`src/hw/rtl/mastep_pkg.sv`:
```
// Shared types, codes and constants for the step/direction move generator.
package mastep_pkg;

    localparam int AXES_DEFAULT          = 4;
    localparam int POSITION_BITS_DEFAULT = 25;

    localparam int OP_W       = 2;
    localparam int SEL_W      = 2;
    localparam int FIELD_POS_W = 25;
    localparam int INTERVAL_W = 16;
    localparam int LINE_W     = 4;

    localparam logic [INTERVAL_W-1:0] INTERVAL_RESET = 16'd750;

    localparam logic [OP_W-1:0] OP_TICK       = 2'd0;
    localparam logic [OP_W-1:0] OP_SET_TARGET = 2'd1;
    localparam logic [OP_W-1:0] OP_START_MOVE = 2'd2;
    localparam logic [OP_W-1:0] OP_STOP_AXIS  = 2'd3;

    typedef struct packed {
        logic                   tick;
        logic                   set_target;
        logic                   start_move;
        logic                   stop_move;
        logic [FIELD_POS_W-1:0] target;
    } axis_cmd_t;

    typedef struct packed {
        logic pulse;
        logic dir;
        logic en;
        logic busy;
        logic done;
    } axis_status_t;

endpackage

```
`src/hw/rtl/mastep_axis.sv`:
```
// One axis: position, target, interval counter and line state.
module mastep_axis #(
    parameter int POSITION_BITS = mastep_pkg::POSITION_BITS_DEFAULT
) (
    input  logic                                  clk,
    input  logic                                  rst_n,
    input  mastep_pkg::axis_cmd_t                 cmd,
    input  logic [mastep_pkg::INTERVAL_W-1:0]     interval,
    output mastep_pkg::axis_status_t              status_next,
    output logic [POSITION_BITS-1:0]              position_next
);
    import mastep_pkg::*;

    logic [POSITION_BITS-1:0] pos_reg, pos_next;
    logic [POSITION_BITS-1:0] tgt_reg, tgt_next;
    logic [INTERVAL_W-1:0]    count_reg, count_next;
    logic [INTERVAL_W-1:0]    count_inc;
    axis_status_t             stat_reg, stat_next;

    assign count_inc = count_reg + 1'b1;

    always_comb
    begin
        pos_next   = pos_reg;
        tgt_next   = tgt_reg;
        count_next = count_reg;
        stat_next  = stat_reg;
        if (cmd.tick && stat_reg.busy)
        begin
            if (count_inc < interval)
            begin
                count_next = count_inc;
            end
            else
            begin
                count_next = '0;
                if (pos_reg != tgt_reg)
                begin
                    stat_next.dir   = (pos_reg < tgt_reg);
                    stat_next.pulse = ~stat_reg.pulse;
                    pos_next = (pos_reg < tgt_reg) ? pos_reg + 1'b1 : pos_reg - 1'b1;
                end
                if (pos_next == tgt_reg)
                begin
                    stat_next.done = 1'b1;
                    stat_next.busy = 1'b0;
                end
            end
        end
        if (cmd.set_target)
        begin
            tgt_next       = POSITION_BITS'(cmd.target);
            stat_next.done = 1'b0;
        end
        if (cmd.start_move)
        begin
            if (pos_reg == tgt_reg)
            begin
                stat_next.done = 1'b1;
                stat_next.en   = 1'b0;
                stat_next.busy = 1'b0;
            end
            else
            begin
                stat_next.dir  = (pos_reg < tgt_reg);
                stat_next.en   = 1'b1;
                stat_next.busy = 1'b1;
                stat_next.done = 1'b0;
                count_next     = '0;
            end
        end
        if (cmd.stop_move)
        begin
            stat_next.busy = 1'b0;
            stat_next.en   = 1'b0;
        end
    end

    always_ff @(posedge clk or negedge rst_n)
    begin
        if (!rst_n)
        begin
            pos_reg   <= '0;
            tgt_reg   <= '0;
            count_reg <= '0;
            stat_reg  <= '{pulse: 1'b0, dir: 1'b1, en: 1'b0, busy: 1'b0, done: 1'b0};
        end
        else
        begin
            pos_reg   <= pos_next;
            tgt_reg   <= tgt_next;
            count_reg <= count_next;
            stat_reg  <= stat_next;
        end
    end

    assign status_next   = stat_next;
    assign position_next = pos_next;

endmodule

```
`src/hw/rtl/multi_axis_step_dir_move_generator_core.sv`:
```
// Top level of the multi-axis step/direction move generator.
// Drives step, direction and enable lines for AXES stepper axes. Each request
// is a timer tick, a target write, a move start or an axis stop; every request
// yields exactly one result holding the pulse, direction, enable, busy and
// done lines of axes 0 to 3 plus the position of the addressed axis after the
// request (zero when the axis number is not below AXES). Positions count in
// units of 1/500 revolution, one unit per pulse toggle. Throughput is one
// request per clock: a request is captured in the input register, then all
// axes update their state in a single pass as it is processed and the result
// lands in the output register. Both registers advance independently of a
// stalled consumer while there is room, giving full rate whenever out_ready
// stays high. The pulse interval register resets to 750 ticks; a value of 0
// behaves like 1. Write it only while no request is in flight.
module multi_axis_step_dir_move_generator_core #(
    parameter int AXES          = mastep_pkg::AXES_DEFAULT,
    parameter int POSITION_BITS = mastep_pkg::POSITION_BITS_DEFAULT
) (
    input  logic                                clk,
    input  logic                                rst_n,
    input  logic                                cfg_valid,
    output logic                                cfg_ready,
    input  logic [mastep_pkg::INTERVAL_W-1:0]   cfg_pulse_interval_ticks,
    input  logic                                in_valid,
    output logic                                in_ready,
    input  logic [mastep_pkg::OP_W-1:0]         operation,
    input  logic [mastep_pkg::SEL_W-1:0]        axis_select,
    input  logic [mastep_pkg::FIELD_POS_W-1:0]  target_position,
    output logic                                out_valid,
    input  logic                                out_ready,
    output logic [mastep_pkg::LINE_W-1:0]       pulse_lines,
    output logic [mastep_pkg::LINE_W-1:0]       direction_lines,
    output logic [mastep_pkg::LINE_W-1:0]       enable_lines,
    output logic [mastep_pkg::LINE_W-1:0]       busy_lines,
    output logic [mastep_pkg::LINE_W-1:0]       done_lines,
    output logic [mastep_pkg::FIELD_POS_W-1:0]  selected_position
);
    import mastep_pkg::*;

    // Configuration register; always ready.
    logic [INTERVAL_W-1:0] interval_reg;

    // Input stage.
    logic                   stage_valid_reg, stage_valid_next;
    logic [OP_W-1:0]        stage_op_reg;
    logic [SEL_W-1:0]       stage_sel_reg;
    logic [FIELD_POS_W-1:0] stage_tgt_reg;

    // Output stage.
    logic                   out_valid_reg, out_valid_next;
    logic [LINE_W-1:0]      pulse_reg, dir_reg, en_reg, busy_reg, done_reg;
    logic [FIELD_POS_W-1:0] sel_pos_reg;

    logic advance;
    logic in_accept;

    axis_status_t             status_arr [AXES];
    logic [POSITION_BITS-1:0] pos_arr    [AXES];
    logic [LINE_W-1:0]        pulse_bits, dir_bits, en_bits, busy_bits, done_bits;
    logic [POSITION_BITS-1:0] sel_pos;
    logic                     sel_valid;

    assign cfg_ready = 1'b1;

    // Process the staged request when the output register is free or draining.
    assign advance   = stage_valid_reg && (!out_valid_reg || out_ready);
    assign in_ready  = !stage_valid_reg || advance;
    assign in_accept = in_valid && in_ready;

    assign stage_valid_next = in_accept || (stage_valid_reg && !advance);
    assign out_valid_next   = advance || (out_valid_reg && !out_ready);

    always_ff @(posedge clk or negedge rst_n)
    begin
        if (!rst_n)
        begin
            interval_reg    <= INTERVAL_RESET;
            stage_valid_reg <= 1'b0;
            out_valid_reg   <= 1'b0;
        end
        else
        begin
            if (cfg_valid && cfg_ready)
            begin
                interval_reg <= cfg_pulse_interval_ticks;
            end
            stage_valid_reg <= stage_valid_next;
            out_valid_reg   <= out_valid_next;
        end
    end

    // Hold the request payload until it is processed.
    always_ff @(posedge clk)
    begin
        if (in_accept)
        begin
            stage_op_reg  <= operation;
            stage_sel_reg <= axis_select;
            stage_tgt_reg <= target_position;
        end
    end

    // One axis unit per axis; commands are gated by advance, and all but the tick by the axis match.
    for (genvar a = 0; a < AXES; a++)
    begin : g_axis
        axis_cmd_t cmd;
        logic      hit;

        assign hit            = advance && (int'(stage_sel_reg) == a);
        assign cmd.tick       = advance && (stage_op_reg == OP_TICK);
        assign cmd.set_target = hit && (stage_op_reg == OP_SET_TARGET);
        assign cmd.start_move = hit && (stage_op_reg == OP_START_MOVE);
        assign cmd.stop_move  = hit && (stage_op_reg == OP_STOP_AXIS);
        assign cmd.target     = stage_tgt_reg;

        mastep_axis #(
            .POSITION_BITS (POSITION_BITS)
        ) u_axis (
            .clk           (clk),
            .rst_n         (rst_n),
            .cmd           (cmd),
            .interval      (interval_reg),
            .status_next   (status_arr[a]),
            .position_next (pos_arr[a])
        );
    end

    // Gather the lines of the first four axes; absent axes read as zero.
    for (genvar i = 0; i < LINE_W; i++)
    begin : g_lines
        if (i < AXES)
        begin : g_present
            assign pulse_bits[i] = status_arr[i].pulse;
            assign dir_bits[i]   = status_arr[i].dir;
            assign en_bits[i]    = status_arr[i].en;
            assign busy_bits[i]  = status_arr[i].busy;
            assign done_bits[i]  = status_arr[i].done;
        end
        else
        begin : g_absent
            assign pulse_bits[i] = 1'b0;
            assign dir_bits[i]   = 1'b0;
            assign en_bits[i]    = 1'b0;
            assign busy_bits[i]  = 1'b0;
            assign done_bits[i]  = 1'b0;
        end
    end

    // Select the addressed axis position; out-of-range selects read zero.
    always_comb
    begin
        sel_pos   = '0;
        sel_valid = 1'b0;
        for (int a = 0; a < AXES; a++)
        begin
            if (int'(stage_sel_reg) == a)
            begin
                sel_pos   = pos_arr[a];
                sel_valid = 1'b1;
            end
        end
    end

    // Load the result register as the request is processed.
    always_ff @(posedge clk)
    begin
        if (advance)
        begin
            pulse_reg   <= pulse_bits;
            dir_reg     <= dir_bits;
            en_reg      <= en_bits;
            busy_reg    <= busy_bits;
            done_reg    <= done_bits;
            sel_pos_reg <= sel_valid ? FIELD_POS_W'(sel_pos) : '0;
        end
    end

    assign out_valid         = out_valid_reg;
    assign pulse_lines       = pulse_reg;
    assign direction_lines   = dir_reg;
    assign enable_lines      = en_reg;
    assign busy_lines        = busy_reg;
    assign done_lines        = done_reg;
    assign selected_position = sel_pos_reg;

endmodule

```
`config.mk`:
```
export PLATFORM = sky130hd
export DESIGN_NAME = multi_axis_step_dir_move_generator_core
export DESIGN_NICKNAME = d
export VERILOG_FILES = /design/src/hw/rtl/mastep_pkg.sv /design/src/hw/rtl/mastep_axis.sv /design/src/hw/rtl/multi_axis_step_dir_move_generator_core.sv
export SDC_FILE = /design/constraint.sdc
export NUM_CORES = 1
export LEC_CHECK = 0
export ABC_AREA = 1
export BUFFER_PORTS_ARGS = -buffer_cell sky130_fd_sc_hd__buf_2
export CAP_MARGIN = 5
export CORE_UTILIZATION = 55
export CTS_CLUSTER_SIZE = 28
export DETAILED_ROUTE_END_ITERATION = 6
export PLACE_DENSITY = 0.72
export RECOVER_POWER = 50
export REMOVE_ABC_BUFFERS = 1
export SETUP_SLACK_MARGIN = 0.3
export SLEW_MARGIN = 10
export SYNTH_ARGS = -nofsm -noshare
export SYNTH_HDL_FRONTEND = slang
export SYNTH_SLANG_ARGS = --single-unit
```
`constraint.sdc`:
```
create_clock -name clk -period 5.3 [get_ports clk]
set_clock_uncertainty 0.2 [all_clocks]
set_input_delay 0.265 -clock clk [delete_from_list [all_inputs] [get_ports clk]]
set_output_delay 0.265 -clock clk [all_outputs]
set_load 0.1 [all_outputs]
```
-- Word level (Yosys, flattened, before mapping)
Index checks and enable logic that the tools add are counted.
- add/subtract/negate cells: 12
- magnitude comparators: 8
- equal/unequal tests: 18
- mux-type cells: 92
- bitwise operators: 4
- reductions and logical operators: 35
- operators by type and width (cell ; count):
    25-bit 2-to-1 mux ; 28
    16-bit 2-to-1 mux ; 16
    25-bit == test ; 8
    25-bit by 1-bit adder with 25-bit output, second input constant ; 4
    25-bit < comparator ; 4
    25-bit inequality test ; 4
    25-bit by 1-bit subtractor with 25-bit output, second input constant ; 4
    16-bit by 1-bit adder with 16-bit output, second input constant ; 4
    16-bit < comparator ; 4
    2-bit 2-to-1 mux ; 28
    1-bit logical AND ; 25
    4-bit 2-to-1 mux ; 4
    1-bit 2-to-1 mux ; 12
    3-bit 2-to-1 mux ; 4
    2-bit == test, second input constant ; 4
    2-bit by 1-bit == test with 1-bit output, second input constant ; 2
    1-bit logical NOT ; 4
    2-bit logical NOT ; 2
    1-bit logical OR ; 4
    1-bit NOT ; 4
- register bits: 376
- bits of input ports: 50
- output and inout bits: 48
- word-level logic and storage cells: 213

-- Logic depth before layout (Yosys ltp)
Gate-level depths: netlist (run 1).
- depth in word-level cells: 13
- mapped depth: 33
- depth with buffers taken out: 33

-- Modules after synthesis
From an unflattened synthesis (run 1), not the netlist that was laid out.
- cells, all modules: 4499
- area total of the unflattened synthesis: 30269.0 µm²
- modules (own cells, without submodules) (module ; times used ; cells each ; area an instance (µm²) ; sequential area each (µm²)):
    mastep_axis (g_axis[1].u_axis ...) ; 2 ; 1064 ; 6696.4 ; 1778.0
    mastep_axis (g_axis[3].u_axis) ; 1 ; 1040 ; 6571.3 ; 1778.0
    mastep_axis (g_axis[0].u_axis) ; 1 ; 1008 ; 6452.4 ; 1778.0
    multi_axis_step_dir_move_generator_core ; 1 ; 323 ; 3852.4 ; 2681.3

-- Worst setup path before layout (run 1)
OpenSTA, ideal clock, no wires.
- kind: register -> register
- start point: register g_axis[0].u_axis.pos_reg[4]
- end point: register busy_reg[0], in the netlist busy_lines[0] (data pin)
- setup time: 0.262 ns
- arrival: 3.695 ns
- required time: 4.838 ns
- slack: 1.144 ns
- stages on the path, launching flop included: 30
- buffers on the path: 1
- period minus slack after synthesis: 4.156 ns
- cell sequence: dfrtp_1 > ha_1 > a21o_1 > o21ai_0 > nand3_1 > nand2_1 > nand3_1 > ha_1 > buf_2 > nand2_1 > nand2_1 > inv_2 > nand2_1 > nand2_1 > nand2_1 > nand2_1 > nand2_1 > nand2_1 > nand3_1 > nand2_1 > nand2_1 > nand2_1 > nor2_1 > nand2_1 > nor2_1 > nand2_1 > nor2_1 > nand2_1 > nand2_1 > a21oi_1
- longest elaborated chain between the ends: 11
- elaborated cells on any way between the ends: 16
- classes of those cells: add/sub (2); order compare (1); eq/ne (3); mux (10)
- RTL lines (item ; line ; text):
    from (decl) ; mastep_axis.sv:14 ; logic [POSITION_BITS-1:0] pos_reg, pos_next;
    from (signal assigned) ; mastep_axis.sv:90 ; pos_reg <= pos_next;
    25-bit by 1-bit subtractor with 25-bit output (tied with other cells) ; mastep_axis.sv:41 ; pos_next = (pos_reg < tgt_reg) ? pos_reg + 1'b1 : pos_reg - 1'b1;
    25-bit 2-to-1 mux ; mastep_axis.sv:41 ;
    25-bit 2-to-1 mux ; mastep_axis.sv:37 ; if (pos_reg != tgt_reg)
    25-bit 2-to-1 mux ; mastep_axis.sv:30 ; if (count_inc < interval)
    25-bit 2-to-1 mux ; mastep_axis.sv:28 ; if (cmd.tick && stat_reg.busy)
    25-bit == test ; mastep_axis.sv:43 ; if (pos_next == tgt_reg)
    2-bit 2-to-1 mux ; mastep_axis.sv:43 ;
    2-bit 2-to-1 mux ; mastep_axis.sv:30 ;
    2-bit 2-to-1 mux ; mastep_axis.sv:28 ;
    4-bit 2-to-1 mux (*) ; mastep_axis.sv:55 ; if (cmd.start_move)
    2-bit 2-to-1 mux (*) ; mastep_axis.sv:72 ; if (cmd.stop_move)
    net busy_bits[0] ; multi_axis_step_dir_move_generator_core.sv:58 ; logic [LINE_W-1:0] pulse_bits, dir_bits, en_bits, busy_bits, done_bits;
    to (signal assigned) ; multi_axis_step_dir_move_generator_core.sv:171 ; busy_reg <= busy_bits;
    to (decl) ; multi_axis_step_dir_move_generator_core.sv:50 ; logic [LINE_W-1:0] pulse_reg, dir_reg, en_reg, busy_reg, done_reg;
Mark *: on every way through the listed nets, which the timed path passes. The rest lies on a longest branch. The select of a mux whose other input is x is not followed.
A chain may end at the register's enable or synchronous reset.

-- Final worst setup path (run 1)
- start point: register g_axis[0].u_axis.pos_reg[20]
- end point: register busy_reg[0], in the netlist busy_lines[0] (data pin)
Same word-level chain as after synthesis.

==> run metrics, run 1 <==
CORE AREA=53900 sq um; kind of start point of the critical path=register; most common cell after layout, fill and taps aside=nand2_1; RSZ-0062 raised after global routing=yes; Vias=30298; initial core utilization=55.7%; final core area utilization=62.8%; row count=85; Routed Wire Length=101000 um; peak supply drop=0.356 mV; Nets=5057; vias per inst=5.54; Final period util=88.9%; Sw Pwr=0.00526 W; post-DP HPWL=77400 um; CP Data Required Time=5.45 ns; CTS tree=done; Slew @ Worst Pin=2.58 ns; failing checks=capacitance limit, slew limit; average cell area after synthesis=6.62 sq um; Worst path slowest cell=dfrtp_1; routed len/inst=18.5 um; most used cells in the layout excluding fill and tap cells=nand2_1, inv_1, nand3_1, nor2_1, dfrtp_1; post-synthesis instance total=4538; Comb power frac=43.7%; CTS Sinks=376; worst rel slew slack=-72.2%; clk buf depth=3; Sequential Power Share=29.8%; Die Height=236 um; peak fanout along the critical path=13; clk slew on worst S/H paths=0.07 ns; leakage power=18.3 nW; outcome=finished with violations; first-pass GRT wire length=156000 um; initial antenna violation count=6; max-cap viol count=3; sequential area share after synthesis=32.6%; Mapped Area=30000 sq um; Pint=0.00688 W; synth unique cells=51; critical path class=reg2reg; layout overhead on the synthesized area=12.8%; synth warn=0; cell repeated most along the worst path=nand2_1; share of cells above drive strength 1=5.78%; Die Width=236 um; IO Pins=98; PwrDens=358 nW/um^2; crit-path max cell delay=0.47 ns; DR DRC count=0; CTS buffer count=44; Hold/Removal Path Class=in2reg; post-placement cell area=31500 sq um; design area=33900 sq um; Die Footprint=55600 sq um; initial drt markers=2810; largest net degree at the start of global routing=122; setup TNS=0 ns; Fmax=212 MHz; final period demand of the worst path=4.71 ns; H-tree Lvls=2; Critical Path End Type=register; FF+latch count, synth=376; clock power share=26.5%; gr usage total=36.2%; IO buf count=96; final slew viol count=248; crit path DAT=4.86 ns; number of global-route vias before repair=27612; Routability Congestion=1.01; post-route ant nets=0; final setup vio count=0; Root Buffer Master=clkbuf_16; clock latency on the worst-skew pair=0.61 ns; Overflow after GRT=0; switching share of total power=43.3%; DRT Pass-1 Iters=7; Hold Fails Final Rpt=0
[through the flow]
| stage | hold slack, ns | power, W | instances | setup slack [ns] |
|---|---|---|---|---|
| after detailed placement | 0.154 | 0.00873 | 5308 | 0.464 |
| after floorplan | -0.231 | 0.00733 | 4461 | 1.14 |
| after global placement | 0.151 | 0.00869 | 5308 | 0.510 |
| after CTS | 0.00575 | 0.0120 | 5468 | 0.468 |
| after global routing | 0.0827 | 0.0130 | 5471 | 0.294 |
| final | 0.0594 | 0.0121 | 5472 | 0.588 |
[synthesized netlist by cell type (all sizes together)]
library cell  number  area, sq um
nand2           1656         6250
inv              696         2610
nand3            355         1790
nor2             324         1290
dfrtp            291         7280
ha               264         3300
o21ai            242         1210
a21oi            226         1130
nand4             77          482
edfxtp            74         2220
clkbuf            50          188
xor2              33          289
nor3              31          155
buf               27          165
xnor2             25          219
nand3b            21          158
a31oi             19          119
or2               19          119
o21a              14          105
o21bai            12         90.1
a22oi             11         82.6
dfstp             11          289
o2111ai           10         87.6
o211ai             9         67.6
a31o               6         52.6
nor4               6         43.8
and2               4         25.0
and3               4         25.0
clkinv             4         16.3
fa                 4         80.1
o31ai              4         30.0
a21o               2         15.0
o22ai              2         12.5
a211oi             1         7.51
a21boi             1         7.51
conb               1         3.75
mux2               1         11.3
nor3b              1         7.51
[cell families after synthesis]
family                     after synthesis  share of synthesized area (%)
xor gates and xnor gates                58                           1.69
buffers and inverters                  777                           9.93
other                                    1                         0.0125
DFF                                    376                           32.6
AOI/OAI and AO/OA                      559                           10.1
adders and majority gates              268                           11.3
muxes                                    1                         0.0375
and+or+nand+nor                       2498                           34.4
[worst paths after layout]
path,from,slack (ns),depth (start not counted),endpoint
max in group asynchronous,rst_n,1.18,3,g_axis[2].u_axis.tgt_reg[23]$_DFFE_PN0P_
min,cfg_valid,0.06,2,interval_reg[15]$_DFFE_PN0P_
max reg2reg,g_axis[0].u_axis.pos_reg[20]$_DFF_PN0_,0.59,28,busy_lines[0]$_DFFE_PP_
min in group asynchronous,rst_n,0.74,2,g_axis[3].u_axis.pos_reg[13]$_DFF_PN0_
min reg2reg,g_axis[3].u_axis.stat_reg[4]$_DFF_PN0_,0.26,1,g_axis[3].u_axis.stat_reg[4]$_DFF_PN0_
max,g_axis[0].u_axis.pos_reg[20]$_DFF_PN0_,0.59,28,busy_lines[0]$_DFFE_PP_
[area by class of cell]
cell class,count,area (sq um)
fillers,5018,20000
well taps,696,871
inverters,700,2630
repair buffers,232,1670
diodes,1,2.50
clock inverters,26,294
clock buffers,56,1250
multi-input cells,3385,17400
flip-flops and latches,376,9790
[power by group through the flow]
stage	clock, W	sequential, W	combinational, W
2_1_floorplan	0	0.00382	0.00351
3_3_place_gp	0	0.00364	0.00505
3_5_place_dp	0	0.00365	0.00508
4_1_cts	0.00325	0.00360	0.00516
5_1_grt	0.00337	0.00364	0.00595
6_report	0.00322	0.00362	0.00530
[repair_timing]
| item | in CTS | in global routing |
|---|---|---|
| hold buffers | 78 | 0 |
| setup endpoints to repair | 0 | 29 |
| endpoints found under the hold margin | 141 | 0 |
| setup buffers | 0 | 3 |
| gates resized for setup | 0 | 34 |
[layer usage]
| layer | part of all wire, % | vias up | track usage [%] |
|---|---|---|---|
| li1 | - | 14986 | - |
| met1 | 43 | 13812 | 50.0 |
| met2 | 43 | 1262 | 55.6 |
| met3 | 8.9 | 236 | 5.91 |
| met4 | 5.0 | 2 | 16.8 |
| met5 | 0.013 | - | 0 |
[critical path, delay by kind of cell (launching register included)]
family,cells,cell delay (ns)
AO/OA/AOI/OAI,1,0.37
AND/OR/NAND/NOR,23,2.37
flip-flops,1,0.47
adder cells (fa/ha/maj),2,0.76
buffers and inverters,2,0.30
No activity file was read; power rests on OpenSTA's default activity.
==> inputs of run 2 (changes only) <==
--- a/config.mk
+++ b/config.mk
@@ -12,9 +12,7 @@
 export CTS_CLUSTER_SIZE = 28
 export DETAILED_ROUTE_END_ITERATION = 6
 export PLACE_DENSITY = 0.72
-export RECOVER_POWER = 50
 export REMOVE_ABC_BUFFERS = 1
-export SETUP_SLACK_MARGIN = 0.3
 export SLEW_MARGIN = 10
 export SYNTH_ARGS = -nofsm -noshare
 export SYNTH_HDL_FRONTEND = slang
==> run 2 against run 1 <==
The run ends with DRC left; die area did not move; fmax fell by 4.6%; global-route usage did not move; sequential cell count did not move; design area fell by 0.16%; sequential power barely moved; core utilization fell by 0.097 points; highest routed layer unchanged; register-to-register slack got worse by 0.23 ns; worst hold slack got worse by 0.0084 ns; cell count barely moved.
==> run metrics, run 2 (same netlist as run 1, synthesis figures left out) <==
vias per inst=5.51 (was 5.54); gr usage total=36.2% (unchanged); Hold Fails Final Rpt=0 (unchanged); Slew @ Worst Pin=0.938 ns (was 2.58 ns); Critical Path End Type=register (unchanged); CTS buffer count=44 (unchanged); peak supply drop=0.353 mV (was 0.356 mV); clk buf depth=3 (unchanged); most used cells in the layout excluding fill and tap cells=nand2_1, inv_1, nand3_1, nor2_1, dfrtp_1 (unchanged); largest net degree at the start of global routing=122 (unchanged); clock latency on the worst-skew pair=0.61 ns (about the same); Layout Cells excl Fill=5471 (was 5472); final period demand of the worst path=4.94 ns (was 4.71 ns); layout overhead on the synthesized area=12.6% (was 12.8%); cell repeated most along the worst path=nand2_1 (unchanged); crit path DAT=5.15 ns (was 4.86 ns); final slew viol count=0 (was 248); post-DP HPWL=77400 um (unchanged); most common cell after layout, fill and taps aside=nand2_1 (unchanged); number of fill cells=4995 (was 5018); CTS tree=done (unchanged); routed len/inst=18.5 um (about the same); Die Width=236 um (unchanged); Hold/Removal Path Class=in2async (was in2reg); Routed Wire Length=101000 um (about the same); design area=33800 sq um (was 33900 sq um); Die Height=236 um (unchanged); post-route ant nets=0 (unchanged); DR DRC count=2 (was 0); Fmax=203 MHz (was 212 MHz); H-tree Lvls=2 (unchanged); initial drt markers=2837 (was 2810); IO buf count=96 (unchanged); DRT Pass-1 Iters=7 (unchanged); final setup vio count=0 (unchanged); Worst path slowest cell=dfrtp_1 (unchanged); clk slew on worst S/H paths=0.07 ns (about the same); initial core utilization=55.7% (unchanged); kind of start point of the critical path=register (unchanged); critical path class=reg2reg (unchanged); first-pass GRT wire length=156000 um (unchanged); Root Buffer Master=clkbuf_16 (unchanged); max-cap viol count=0 (was 3); CP Data Required Time=5.51 ns (was 5.45 ns); CORE AREA=53900 sq um (unchanged); outcome=finished with violations (unchanged); Die Footprint=55600 sq um (unchanged); crit-path max cell delay=0.47 ns (about the same); Final period util=93.1% (was 88.9%); Overflow after GRT=0 (unchanged); worst rel slew slack=36.8% (was -72.2%); CTS Sinks=376 (unchanged); row count=85 (unchanged); leakage power=18.4 nW (was 18.3 nW); initial antenna violation count=6 (unchanged); peak fanout along the critical path=13 (unchanged); PwrDens=357 nW/um^2 (was 358 nW/um^2); number of global-route vias before repair=27612 (unchanged); failing checks=DRC (was capacitance limit, slew limit); setup TNS=0 ns (unchanged); Min Hold Slack=0.0510 ns (was 0.0594 ns); RSZ-0062 raised after global routing=no (was yes); post-placement cell area=31500 sq um (unchanged); share of cells above drive strength 1=6.20% (was 5.78%); Routability Congestion=1.01 (unchanged); dpl cells=5308 (unchanged); Nets=5054 (was 5057); final core area utilization=62.7% (was 62.8%); Vias=30129 (was 30298); IO Pins=98 (unchanged)
-- run 2: path summary, 6_finish.rpt --
check | from | endpoint | slack, ns | cells after the start
worst max-delay path | g_axis[0].u_axis.pos_reg[20]$_DFF_PN0_ | done_lines[0]$_DFFE_PP_ | 0.36 | 30
worst min-delay path | rst_n | g_axis[1].u_axis.stat_reg[4]$_DFF_PN0_ | 0.05 | 2
worst max register to register | g_axis[0].u_axis.pos_reg[20]$_DFF_PN0_ | done_lines[0]$_DFFE_PP_ | 0.36 | 30
worst min register to register | g_axis[3].u_axis.stat_reg[4]$_DFF_PN0_ | g_axis[3].u_axis.stat_reg[4]$_DFF_PN0_ | 0.27 | 1
max in group asynchronous | rst_n | g_axis[1].u_axis.count_reg[11]$_DFF_PN0_ | 3.64 | 3
min in group clk | cfg_valid | interval_reg[15]$_DFFE_PN0P_ | 0.05 | 2
-- run 2: layout make-up --
cell class                 instances  area (sq um)  share of cell area, %
inverter                         700          2630                   7.77
multi-input combinational       3385         17300                   51.1
antenna                            3          7.51                 0.0222
clock buffer                      56          1250                   3.69
sequential                       376          9790                   28.9
timing repair buffer             229          1710                   5.05
tap                              696           871                   2.57
clock inverter                    26           294                  0.869
-- run 2: what timing repair did --
item / CTS / global route
endpoints found under the setup margin: 0 / 7
resized for setup: 0 / 2
setup buffers: 0 / 0
hold buffers: 78 / 0
hold endpoints to repair: 141 / 0
-- run 2: metal layers --
layer | wire (um) | vias to the layer above | global-route usage (%)
met5 | 13 | - | 0
met4 | 5060 | 2 | 16.8
met3 | 9320 | 235 | 5.91
met2 | 43600 | 1234 | 55.6
met1 | 43100 | 13660 | 50.0
li1 | - | 14998 | -
-- run 2: report_power, final --
part | internal [W] | switching (W) | total, W
clock | 0.00185 | 0.00138 | 0.00322
sequential | 0.00332 | 0.000291 | 0.00361
combinational | 0.00169 | 0.00356 | 0.00526
total | 0.00686 | 0.00523 | 0.0121
-- run 2: critical path, delay by kind of cell (launching register included) --
kind	cells	cell delay, ns
buffers and inverters	2	0.35
flip-flops	1	0.47
adder cells (fa/ha/maj)	2	0.83
AND/OR/NAND/NOR	26	2.87
-- run 2: stage by stage --
stage / total power, W / setup WS [ns]
floorplan: 0.00733 / 1.14
global placement: 0.00869 / 0.510
detailed placement: 0.00873 / 0.464
CTS: 0.0120 / 0.468
global route: 0.0129 / 0.0604
finish: 0.0121 / 0.363
